**config.mk**
```make
export PLATFORM = sky130hd
export DESIGN_NAME = ascii_unsigned_integer_parser_top
export DESIGN_NICKNAME = d
export VERILOG_FILES = /design/src/hw/rtl/auip_pkg.sv /design/src/hw/rtl/auip_step.sv /design/src/hw/rtl/ascii_unsigned_integer_parser_top.sv
export SDC_FILE = /design/constraint.sdc
export NUM_CORES = 1
export LEC_CHECK = 0
export BUFFER_PORTS_ARGS = -buffer_cell sky130_fd_sc_hd__clkbuf_2
export CAP_MARGIN = 20
export CORE_MARGIN = 10
export CORE_UTILIZATION = 58
export CTS_BUF_LIST = sky130_fd_sc_hd__clkbuf_8
export DETAILED_ROUTE_END_ITERATION = 12
export PLACE_DENSITY = 0.9
export SYNTH_ARGS = -nofsm -noshare
export SYNTH_HDL_FRONTEND = slang
export SYNTH_SLANG_ARGS = --single-unit
```
**constraint.sdc**
```tcl
create_clock -name clk_i -period 8.6 [get_ports clk_i]
set_input_delay 0.86 -clock clk_i [delete_from_list [all_inputs] [get_ports clk_i]]
set_output_delay 0.86 -clock clk_i [all_outputs]
set_load 0.02 [all_outputs]
```
**src/hw/rtl/auip_pkg.sv**
```systemverilog
// ----------------------------------------------------------------------------
// ASCII unsigned integer parser package
// Shared types, status codes and character constants for the parser.
// ----------------------------------------------------------------------------
package auip_pkg;

  // Parse phase, one-hot encoded.
  typedef enum logic [3:0] {
    PH_SKIP   = 4'b0001,
    PH_ZERO   = 4'b0010,
    PH_DIGITS = 4'b0100,
    PH_DONE   = 4'b1000
  } phase_e;

  // Result status codes.
  localparam logic [1:0] ST_OK       = 2'd0;
  localparam logic [1:0] ST_OVERFLOW = 2'd1;
  localparam logic [1:0] ST_NODIGITS = 2'd2;

  localparam int unsigned BASE_BITS = 6;

  localparam logic [BASE_BITS-1:0] BASE_AUTO = 6'd0;
  localparam logic [BASE_BITS-1:0] BASE_ONE  = 6'd1;
  localparam logic [BASE_BITS-1:0] BASE_OCT  = 6'd8;
  localparam logic [BASE_BITS-1:0] BASE_DEC  = 6'd10;
  localparam logic [BASE_BITS-1:0] BASE_HEX  = 6'd16;
  localparam logic [BASE_BITS-1:0] BASE_MAX  = 6'd36;

  localparam logic [7:0] CHAR_NUL   = 8'h00;
  localparam logic [7:0] CHAR_TAB   = 8'h09;
  localparam logic [7:0] CHAR_LF    = 8'h0a;
  localparam logic [7:0] CHAR_CR    = 8'h0d;
  localparam logic [7:0] CHAR_SPACE = 8'h20;
  localparam logic [7:0] CHAR_ZERO  = 8'h30;
  localparam logic [7:0] CHAR_SEVEN = 8'h37;
  localparam logic [7:0] CHAR_NINE  = 8'h39;
  localparam logic [7:0] CHAR_UA    = 8'h41;
  localparam logic [7:0] CHAR_UZ    = 8'h5a;
  localparam logic [7:0] CHAR_LA    = 8'h61;
  localparam logic [7:0] CHAR_LX    = 8'h78;
  localparam logic [7:0] CHAR_LZ    = 8'h7a;
  localparam logic [7:0] NOT_DIGIT  = 8'hff;

  // Control part of the parse state.
  typedef struct packed {
    phase_e                phase;
    logic                  digit_found;
    logic [BASE_BITS-1:0]  active_base;
    logic [1:0]            error_code;
  } parse_ctrl_t;

  localparam parse_ctrl_t CTRL_RESET = '{
    phase:       PH_SKIP,
    digit_found: 1'b0,
    active_base: BASE_AUTO,
    error_code:  ST_OK
  };

  // Digit value of a character, or NOT_DIGIT for anything else.
  function automatic logic [7:0] digit_value(input logic [7:0] c);
    logic [7:0] v;
    v = NOT_DIGIT;
    if (c >= CHAR_ZERO && c <= CHAR_NINE) begin
      v = c - CHAR_ZERO;
    end else if (c >= CHAR_LA && c <= CHAR_LZ) begin
      v = c - CHAR_LA + 8'd10;
    end else if (c >= CHAR_UA && c <= CHAR_UZ) begin
      v = c - CHAR_UA + 8'd10;
    end
    return v;
  endfunction

endpackage

```
**src/hw/rtl/auip_step.sv**
```systemverilog
// ----------------------------------------------------------------------------
// ASCII unsigned integer parser step
// Next-state and result logic for one character of the string.
// ----------------------------------------------------------------------------
module auip_step import auip_pkg::*; #(
  parameter int unsigned WORD_BITS     = 32,
  parameter int unsigned POSITION_BITS = 16
) (
  input  logic [7:0]               char_code_i,
  input  logic                     last_char_i,
  input  logic [BASE_BITS-1:0]     number_base_i,
  input  parse_ctrl_t              ctrl_i,
  input  logic [WORD_BITS-1:0]     acc_i,
  input  logic [POSITION_BITS-1:0] pos_i,
  output parse_ctrl_t              ctrl_o,
  output logic [WORD_BITS-1:0]     acc_o,
  output logic [POSITION_BITS-1:0] pos_o,
  output logic [WORD_BITS-1:0]     parsed_value_o,
  output logic [1:0]               parse_status_o,
  output logic [POSITION_BITS-1:0] stop_position_o
);

  localparam int unsigned PROD_BITS = WORD_BITS + BASE_BITS;

  logic [POSITION_BITS-1:0] pos_inc;
  logic [BASE_BITS-1:0]     cfg_base;
  logic [BASE_BITS-1:0]     take_base;
  logic [BASE_BITS-1:0]     eff_base;
  logic [7:0]               dval;
  logic [PROD_BITS-1:0]     prod;
  logic                     take;
  logic                     is_space;
  parse_ctrl_t              ctrl;
  logic [WORD_BITS-1:0]     acc;
  logic [POSITION_BITS-1:0] pos;
  logic [1:0]               st;

  assign pos_inc  = (&pos_i) ? pos_i : pos_i + 1'b1;
  assign is_space = (char_code_i == CHAR_SPACE) || (char_code_i == CHAR_TAB) ||
                    (char_code_i == CHAR_CR) || (char_code_i == CHAR_LF);
  assign dval     = digit_value(char_code_i);

  always_comb begin
    cfg_base = number_base_i;
    if (cfg_base == BASE_ONE) begin
      cfg_base = BASE_AUTO;
    end
    if (cfg_base > BASE_MAX) begin
      cfg_base = BASE_MAX;
    end
  end

  // One shared multiply-add serves every phase that takes a digit.
  assign eff_base = (take_base < 6'd2) ? BASE_DEC : take_base;
  assign prod     = PROD_BITS'(acc_i) * PROD_BITS'(eff_base) + PROD_BITS'(dval);

  always_comb begin
    ctrl      = ctrl_i;
    acc       = acc_i;
    pos       = pos_i;
    take      = 1'b0;
    take_base = ctrl_i.active_base;
    case (ctrl_i.phase)
      PH_SKIP: begin
        if (is_space) begin
          pos = pos_inc;
        end else if (char_code_i == CHAR_NUL) begin
          ctrl.phase = PH_DONE;
        end else if (char_code_i == CHAR_ZERO) begin
          ctrl.active_base = cfg_base;
          ctrl.digit_found = 1'b1;
          ctrl.phase       = PH_ZERO;
          pos              = pos_inc;
        end else begin
          take_base        = (cfg_base == BASE_AUTO) ? BASE_DEC : cfg_base;
          ctrl.active_base = take_base;
          ctrl.phase       = PH_DIGITS;
          take             = 1'b1;
        end
      end
      PH_ZERO: begin
        if (char_code_i == CHAR_LX &&
            (ctrl_i.active_base == BASE_AUTO || ctrl_i.active_base == BASE_HEX)) begin
          ctrl.active_base = BASE_HEX;
          ctrl.digit_found = 1'b0;
          ctrl.phase       = PH_DIGITS;
          pos              = pos_inc;
        end else begin
          if (ctrl_i.active_base == BASE_AUTO) begin
            take_base = (char_code_i inside {[CHAR_ZERO:CHAR_SEVEN]}) ? BASE_OCT : BASE_DEC;
          end
          ctrl.active_base = take_base;
          ctrl.phase       = PH_DIGITS;
          take             = 1'b1;
        end
      end
      PH_DIGITS: begin
        take = 1'b1;
      end
      default: begin
      end
    endcase

    if (take) begin
      if (dval >= 8'(eff_base)) begin
        ctrl.phase = PH_DONE;
      end else begin
        ctrl.digit_found = 1'b1;
        if (prod[PROD_BITS-1:WORD_BITS] != '0) begin
          ctrl.error_code = ST_OVERFLOW;
          ctrl.phase      = PH_DONE;
        end else begin
          acc = prod[WORD_BITS-1:0];
          pos = pos_inc;
        end
      end
    end

    st = ctrl.error_code;
    if (st == ST_OK && !ctrl.digit_found) begin
      st = ST_NODIGITS;
    end
    parse_status_o  = st;
    parsed_value_o  = (st == ST_OK) ? acc : '0;
    stop_position_o = (st == ST_OK) ? pos : '0;

    // The end of a string returns the parse state to its reset values.
    if (last_char_i) begin
      ctrl_o = CTRL_RESET;
      acc_o  = '0;
      pos_o  = '0;
    end else begin
      ctrl_o = ctrl;
      acc_o  = acc;
      pos_o  = pos;
    end
  end

endmodule

```
**src/hw/rtl/ascii_unsigned_integer_parser_top.sv**
```systemverilog
// ----------------------------------------------------------------------------
// ASCII unsigned integer parser
// Parses an unsigned number from characters, one per cycle unless stalled.
// ----------------------------------------------------------------------------
// The input channel carries one character of a string per transfer, with
// in_last_char_i marking the final character. The output channel carries one
// result per string: the parsed value, a status (ok, overflow or no digits)
// and the number of characters consumed. Value and position read zero when
// the status is not ok.
//
// The base is set through the configuration channel, which is always ready.
// A write takes effect for strings whose first non-blank character arrives
// after it.
//
// Each character is first captured in an input register. From there the
// step logic updates the parse state and, for the last character, loads
// the output register, which offers the result. One character is taken
// every cycle unless a final character waits for the output register; the
// single multiply-add by the base sets the cycle's depth.
//
// When the receiver stalls, the result is held in the output register while
// non-final characters keep flowing; a final character waits in the input
// register until the output register is free. Reset clears the parse state,
// both valid flags and selects automatic base detection.
module ascii_unsigned_integer_parser_top import auip_pkg::*; #(
  parameter int unsigned WORD_BITS     = 32,
  parameter int unsigned POSITION_BITS = 16
) (
  input  logic                     clk_i,
  input  logic                     rst_ni,
  input  logic                     cfg_valid_i,
  output logic                     cfg_ready_o,
  input  logic [BASE_BITS-1:0]     cfg_number_base_i,
  input  logic                     in_valid_i,
  output logic                     in_ready_o,
  input  logic [7:0]               in_char_code_i,
  input  logic                     in_last_char_i,
  output logic                     out_valid_o,
  input  logic                     out_ready_i,
  output logic [WORD_BITS-1:0]     out_parsed_value_o,
  output logic [1:0]               out_parse_status_o,
  output logic [POSITION_BITS-1:0] out_stop_position_o
);

  logic [BASE_BITS-1:0]     number_base_q;
  logic                     in_valid_q;
  logic [7:0]               char_q;
  logic                     last_q;
  parse_ctrl_t              ctrl_q, ctrl_d;
  logic [WORD_BITS-1:0]     acc_q, acc_d;
  logic [POSITION_BITS-1:0] pos_q, pos_d;
  logic                     out_valid_q;
  logic [WORD_BITS-1:0]     value_q, value_d;
  logic [1:0]               status_q, status_d;
  logic [POSITION_BITS-1:0] stop_q, stop_d;
  logic                     advance;

  assign cfg_ready_o = 1'b1;

  // A character leaves the input register unless it would produce a result
  // while the output register still holds one that is not being taken.
  assign advance    = in_valid_q && (!last_q || !out_valid_q || out_ready_i);
  assign in_ready_o = !in_valid_q || advance;

  auip_step #(
    .WORD_BITS     (WORD_BITS),
    .POSITION_BITS (POSITION_BITS)
  ) u_step (
    .char_code_i     (char_q),
    .last_char_i     (last_q),
    .number_base_i   (number_base_q),
    .ctrl_i          (ctrl_q),
    .acc_i           (acc_q),
    .pos_i           (pos_q),
    .ctrl_o          (ctrl_d),
    .acc_o           (acc_d),
    .pos_o           (pos_d),
    .parsed_value_o  (value_d),
    .parse_status_o  (status_d),
    .stop_position_o (stop_d)
  );

  always_ff @(posedge clk_i or negedge rst_ni) begin
    if (!rst_ni) begin
      number_base_q <= BASE_AUTO;
    end else if (cfg_valid_i) begin
      number_base_q <= cfg_number_base_i;
    end
  end

  always_ff @(posedge clk_i or negedge rst_ni) begin
    if (!rst_ni) begin
      in_valid_q <= 1'b0;
    end else if (in_ready_o) begin
      in_valid_q <= in_valid_i;
    end
  end

  always_ff @(posedge clk_i) begin
    if (in_ready_o && in_valid_i) begin
      char_q <= in_char_code_i;
      last_q <= in_last_char_i;
    end
  end

  always_ff @(posedge clk_i or negedge rst_ni) begin
    if (!rst_ni) begin
      ctrl_q <= CTRL_RESET;
      acc_q  <= '0;
      pos_q  <= '0;
    end else if (advance) begin
      ctrl_q <= ctrl_d;
      acc_q  <= acc_d;
      pos_q  <= pos_d;
    end
  end

  always_ff @(posedge clk_i or negedge rst_ni) begin
    if (!rst_ni) begin
      out_valid_q <= 1'b0;
    end else if (advance && last_q) begin
      out_valid_q <= 1'b1;
    end else if (out_ready_i) begin
      out_valid_q <= 1'b0;
    end
  end

  always_ff @(posedge clk_i) begin
    if (advance && last_q) begin
      value_q  <= value_d;
      status_q <= status_d;
      stop_q   <= stop_d;
    end
  end

  assign out_valid_o         = out_valid_q;
  assign out_parsed_value_o  = value_q;
  assign out_parse_status_o  = status_q;
  assign out_stop_position_o = stop_q;

endmodule

```
### Yosys cells after proc, flatten, opt, wreduce, memory -nomap -nowiden

Index checks and enable logic that the tools add are counted.

* bits in registers: 128
* input port bits: 20
* output and inout bits: 53

* add/subtract/negate cells: 7
* $mul: 1
* magnitude comparators: 10
* eq/ne operators: 13
* muxes and demuxes: 53
* reductions and logical operators: 30

Operators by type and width (number)
* 16-bit 2-to-1 mux: 9
* 32-bit 2-to-1 mux: 4
* 6-bit 2-to-1 mux: 11
* 38-bit by 8-bit adder with 38-bit output: 1
* 32-bit by 6-bit multiplier with 38-bit output: 1
* 16-bit one-hot mux with 2 select lines: 1
* 8-bit by 4-bit equality test with 1-bit output, second input constant: 3
* 8-bit 2-to-1 mux: 3
* 11-bit one-hot mux with 2 select lines: 1
* 16-bit by 1-bit adder with 16-bit output, second input constant: 1
* 8-bit by 4-bit adder with 8-bit output, second input constant: 2
* 8-bit by 6-bit equality test with 1-bit output, second input constant: 2
* 8-bit by 7-bit greater-or-equal comparator with 1-bit output, second input constant: 2
* 8-bit by 6-bit less-or-equal comparator with 1-bit output, second input constant: 2
* 8-bit by 7-bit less-or-equal comparator with 1-bit output, second input constant: 2
* 16-bit AND reduction: 1
* 8-bit by 7-bit subtractor with 8-bit output, second input constant: 2
* 13-bit 2-to-1 mux: 1
* 6-bit zero test: 2
* 4-bit 2-to-1 mux: 3
* 6-bit one-hot mux with 2 select lines: 1
* 11-bit 2-to-1 mux: 1
* 2-bit 2-to-1 mux: 5
* 1-bit logical AND: 9
* 25 further kinds: 44

### Longest topological paths before layout

* depth after elaboration: 22
* mapped depth: 36
* gate-level depth less buffers: 33

### Modules after synthesis

From an unflattened synthesis, not the netlist that was laid out.

* cells, all modules: 1599
* area total of the unflattened synthesis: 14981.9 sq um

Modules (own cells, without submodules)
* auip_step: times used 1, cells each 1169, area an instance 9198.8 sq um, sequential area each 0.0 sq um
* ascii_unsigned_integer_parser_top: times used 1, cells each 430, area an instance 5783.0 sq um, sequential area each 3499.6 sq um

### Worst setup path before layout

No wires, ideal clock.

* kind: register to register
* start point: register char_q[1]
* end point: register stop_q[8] (netlist: out_stop_position_o[8]), data pin
* setup time: 266 ps
* arrival time: 8247 ps
* data required time: 8334 ps
* slack: 87 ps
* stages on the path, launching flop included: 35
* path buffers: 3
* period minus slack after synthesis: 8513 ps
* cells stage by stage: edfxtp_1 > inv_1 > ha_1 > nor3b_1 > a21oi_1 > a2111oi_0 > or2_2 > nor2_1 > mux2_2 > inv_1 > nand4b_1 > nor2_1 > or2_2 > clkbuf_1 > and2_1 > fa_1 > fa_1 > fa_1 > inv_1 > fa_1 > inv_1 > ha_1 > o211ai_1 > a21oi_2 > o21ai_2 > a211oi_4 > o221ai_1 > and3_1 > nor4_2 > or4b_1 > buf_2 > buf_2 > a2111o_1 > xnor2_1 > nor2_1

* longest elaborated chain between the ends: 18
* elaborated cells on any way between the ends: 71
* those cells by class: add/sub: 6; mul: 1; order compare: 9; eq/ne: 6; mux: 35; reduce/logical: 14

RTL lines
* start: declaration: line ascii_unsigned_integer_parser_top.sv:47 `logic [7:0] char_q;`
* start signal: assignment: line ascii_unsigned_integer_parser_top.sv:101 `char_q <= in_char_code_i;`
* 8-bit by 6-bit greater-or-equal comparator with 1-bit output (tied with other cells): line auip_pkg.sv:63, auip_step.sv:90
* 1-bit logical AND or 1-bit logical OR (tied branches): line auip_step.sv:90, auip_step.sv:39
* 2-bit 2-to-1 mux or 1-bit logical OR (tied branches): line auip_step.sv:90, auip_step.sv:39
* 6-bit 2-to-1 mux or 1-bit logical OR (tied branches): line auip_step.sv:89, auip_step.sv:40
* 6-bit 2-to-1 mux, on equally long branches: line auip_step.sv:82, auip_step.sv:65
* 6-bit one-hot mux with 2 select lines: line auip_step.sv:63 `case (ctrl_i.phase)`
* 6-bit by 2-bit less-than comparator with 1-bit output: line auip_step.sv:54 `assign eff_base = (take_base < 6'd2) ? BASE_DEC : take_base;`
* 6-bit 2-to-1 mux: line auip_step.sv:54
* (+2 left out)
* 6-bit nonzero test: line auip_step.sv:109 `if (prod[PROD_BITS-1:WORD_BITS] != '0) begin`
* 2-bit 2-to-1 mux: line auip_step.sv:109
* 2-bit 2-to-1 mux: line auip_step.sv:105 `if (dval >= 8'(eff_base)) begin`
* 2-bit 2-to-1 mux: line auip_step.sv:104 `if (take) begin`
* 2-bit zero test: line auip_step.sv:120 `if (st == ST_OK && !ctrl.digit_found) begin`
* 1-bit logical AND: line auip_step.sv:120
* 2-bit 2-to-1 mux: line auip_step.sv:120
* 2-bit zero test: line auip_step.sv:125 `stop_position_o = (st == ST_OK) ? pos : '0;`
* end signal: assignment: line ascii_unsigned_integer_parser_top.sv:132 `stop_q <= stop_d;`
* end: declaration: line ascii_unsigned_integer_parser_top.sv:55 `logic [POSITION_BITS-1:0] stop_q, stop_d;`

Several ways; a longest one is shown, not always the timed one. The select of a mux whose other input is x is not followed.
A chain may end at the register's enable or synchronous reset.

### Final worst setup path

* start point: register char_q[1]
* end point: register stop_q[2] (netlist: out_stop_position_o[2]), data pin

Same word-level chain as after synthesis.

==> metrics <==
Lkg Pwr=7.10 nW; final setup fails=0; ANT cells=0; fillers=1629; FF-to-FF End=out_stop_position_o[2]; post-synthesis async set-or-reset flop share=0.539; core box area=22500 µm²; Nets=1777; height of the die=171 µm; post-DP HPWL=26000 µm; Tot GR Track Use=0.248; Die Wd=171 µm; Hold EP=number_base_q[0]; Placed Area=14400 µm²; internal power of the cells=1.30 mW; Overall Power=2.15 mW; fin area=15100 µm²; Net Sw Power=847 µW; drt pass-1 iters=5; fin cells=1833; CP bufs+invs=9; DRC Markers=0; TritonCTS Buffers=17; Gate power share=0.370; Synth cell types=85; Reg2Reg Depth=35; initial antenna violation count=0; power per cell area=142 nW/µm²; CTS sink cnt=128; critical path required time=8.91 ns; Warnings, synthesis=0; GRT overflow=0; clock period minus worst slack=8.43 ns; xor/xnor cell area share of the yosys netlist=0.0278; DRT iter0 DRCs=1259; simple logic cell fraction of the synthesized area=0.218; r2r startpoint=char_q[1]; Final period util=0.980; Via-to-Cell Ratio=6.23; Post-CTS Hold Buffers=0; most common cell after layout, fill and taps aside=and2_1; main combinational cell family by area after synthesis=adder cells; worst vdd ir=0.217 mV; max incr delay on CP=0.61 ns; GP Congestion=0.940; Achievable Freq=119 MHz; Final Max Slew Viols=0; crit end category=flop; Buffers on Ports=71; Max clock buf depth=2; mux contribution to synthesized area=0.0115; Netlist Area Pre-Place=13200 µm²; Area Overhead vs Synth=14.3%; critical path arrival=8.75 ns; clock-pin slew on the worst setup and hold paths=0.09 ns; hold_sp=number_base_q[0]; row cnt=55; family with the most delay on the worst path=adder cells; Seq/Total Area, Yosys=0.265; Placed Cells=1796; Synth Flop Type=dfrtp_1; largest net degree at the start of global routing=70; crit-path max FO=8; IO Pins=73; clk_skew=0.0220 ns; setup tns final=0 ns; most frequent cells in the layout=150 x and2_1, 134 x nand2_1, 126 x fa_1, 105 x nor2_1; R2R Setup Slk=0.17 ns; clk root buf=clkbuf_8; CTS tree=yes; Routed WL per cell=19.6 µm; crit start category=flop; Vias=11400; DRT Wirelength=35900 µm; Die Footprint=29200 µm²; Post-synth EDFFs=59; max_slew headroom=0.337; vias in the first global route=11900; Synth Area in Compound Gates=0.150; first-pass GRT wire length=58800 µm; Setup CP Type=flop to flop; max_cap viols=0; Crit-path slowest cell=or4b_4; layout cells sized above 1=0.174; Slew @ Worst Pin=0.995 ns; H-tree Lvls=4; adder-cell share of the synthesized area=0.282; clock insertion delay at the later pin of the skew report=0.48 ns; Post-DRT Antenna Nets=0; flops & latches, synth=128; Net Sw Frac=0.395; Hold Path Depth=1; Starting Density=0.588; Hold Path Class=flop to flop; total nets after synthesis=1652; run status=finished clean; cells after synthesis=1410; Clock Power Share=0.300; mean post-synth cell area=9.38 µm²; Final Hold Viols=0; Reg power frac=0.330
stage by stage:
step / utilization / setup slack (ns) / hold slack, ns
floorplan: - / 0.0868 / 0.465
global placement: 0.642 / -0.118 / 0.487
detailed placement: 0.642 / -0.327 / 0.506
CTS: 0.663 / 0.0197 / 0.530
global route: 0.672 / -0.167 / 0.549
finish: 0.672 / 0.168 / 0.527
power groups by stage:
stage | combinational [mW] | clock, mW | sequential (mW)
after global routing | 0.841 | 0.672 | 0.712
after global placement | 0.705 | 0 | 0.718
after CTS | 0.742 | 0.645 | 0.707
final | 0.795 | 0.643 | 0.708
after detailed placement | 0.734 | 0 | 0.719
after floorplan | 0.412 | 0 | 0.723
worst max-delay path by stage:
| stage | depth (start not counted) | slack [ns] | to | startpoint |
|---|---|---|---|---|
| after floorplan | 34 | 0.09 | out_stop_position_o[8] | char_q[1] |
| after global placement | 35 | -0.12 | out_stop_position_o[8] | char_q[1] |
| after detailed placement | 34 | -0.33 | out_stop_position_o[7] | char_q[1] |
| after CTS | 34 | 0.02 | out_stop_position_o[7] | char_q[1] |
| after global routing | 35 | -0.17 | out_stop_position_o[7] | char_q[1] |
| final | 35 | 0.17 | out_stop_position_o[2] | char_q[1] |
flip-flops by register name, summed over array words and instances, names as in the netlist:
| signal | cells |
|---|---|
| in_valid_q | 1 |
| last_q | 1 |
| pos_q | 16 |
| number_base_q | 6 |
| char_q | 8 |
| out_parse_status_o | 2 |
| out_valid_o | 1 |
| out_stop_position_o | 16 |
| ctrl_q | 13 |
| acc_q | 32 |
| out_parsed_value_o | 32 |
kinds of logic after synthesis:
| kind of cell | count (synthesis) |
|---|---|
| xor gates and xnor gates | 42 |
| DFF | 128 |
| muxes | 14 |
| AOI/OAI and AO/OA | 306 |
| buffers and inverters | 150 |
| and+or+nand+nor | 547 |
| adders and majority gates | 222 |
| other | 1 |
routing by layer:
layer  track usage  vias up  wire length [µm]
li1              -     5097                 -
met1         0.300     5621             13800
met2         0.426      579             18000
met3        0.0419      128              2700
met4         0.106        0              1370
met5             0        -                 0
cell usage after synthesis, types with 16 or more instances:
| cell | instances | area, µm² |
|---|---|---|
| a21o_1 | 17 | 128 |
| a21oi_1 | 105 | 526 |
| a22o_1 | 16 | 140 |
| and2_1 | 150 | 938 |
| clkbuf_1 | 49 | 184 |
| dfrtp_1 | 68 | 1700 |
| edfxtp_1 | 59 | 1770 |
| fa_1 | 126 | 2520 |
| ha_1 | 96 | 1200 |
| inv_1 | 83 | 312 |
| nand2_1 | 134 | 503 |
| nand3_1 | 16 | 80.1 |
| nand4_1 | 17 | 106 |
| nor2_1 | 107 | 402 |
| nor2b_1 | 41 | 257 |
| o21ai_0 | 68 | 340 |
| xnor2_1 | 26 | 228 |
| xor2_1 | 16 | 140 |
area by class of cell:
class	instances	area [µm²]	area share
Tap cell	285	357	0.0236
Clock buffer	17	234	0.0155
Timing Repair Buffer	173	1160	0.0771
Multi-Input combinational cell	1132	9310	0.616
Clock inverter	15	234	0.0155
Sequential cell	128	3500	0.232
Inverter	83	312	0.0206
timing repair:
item                       4_1_cts  5_1_grt
setup buffers                    0        5
setup endpoints to repair       91       97
pin swaps                        0       14
resized for setup                4       32
Note: power is estimated with default switching activity, not from simulation.
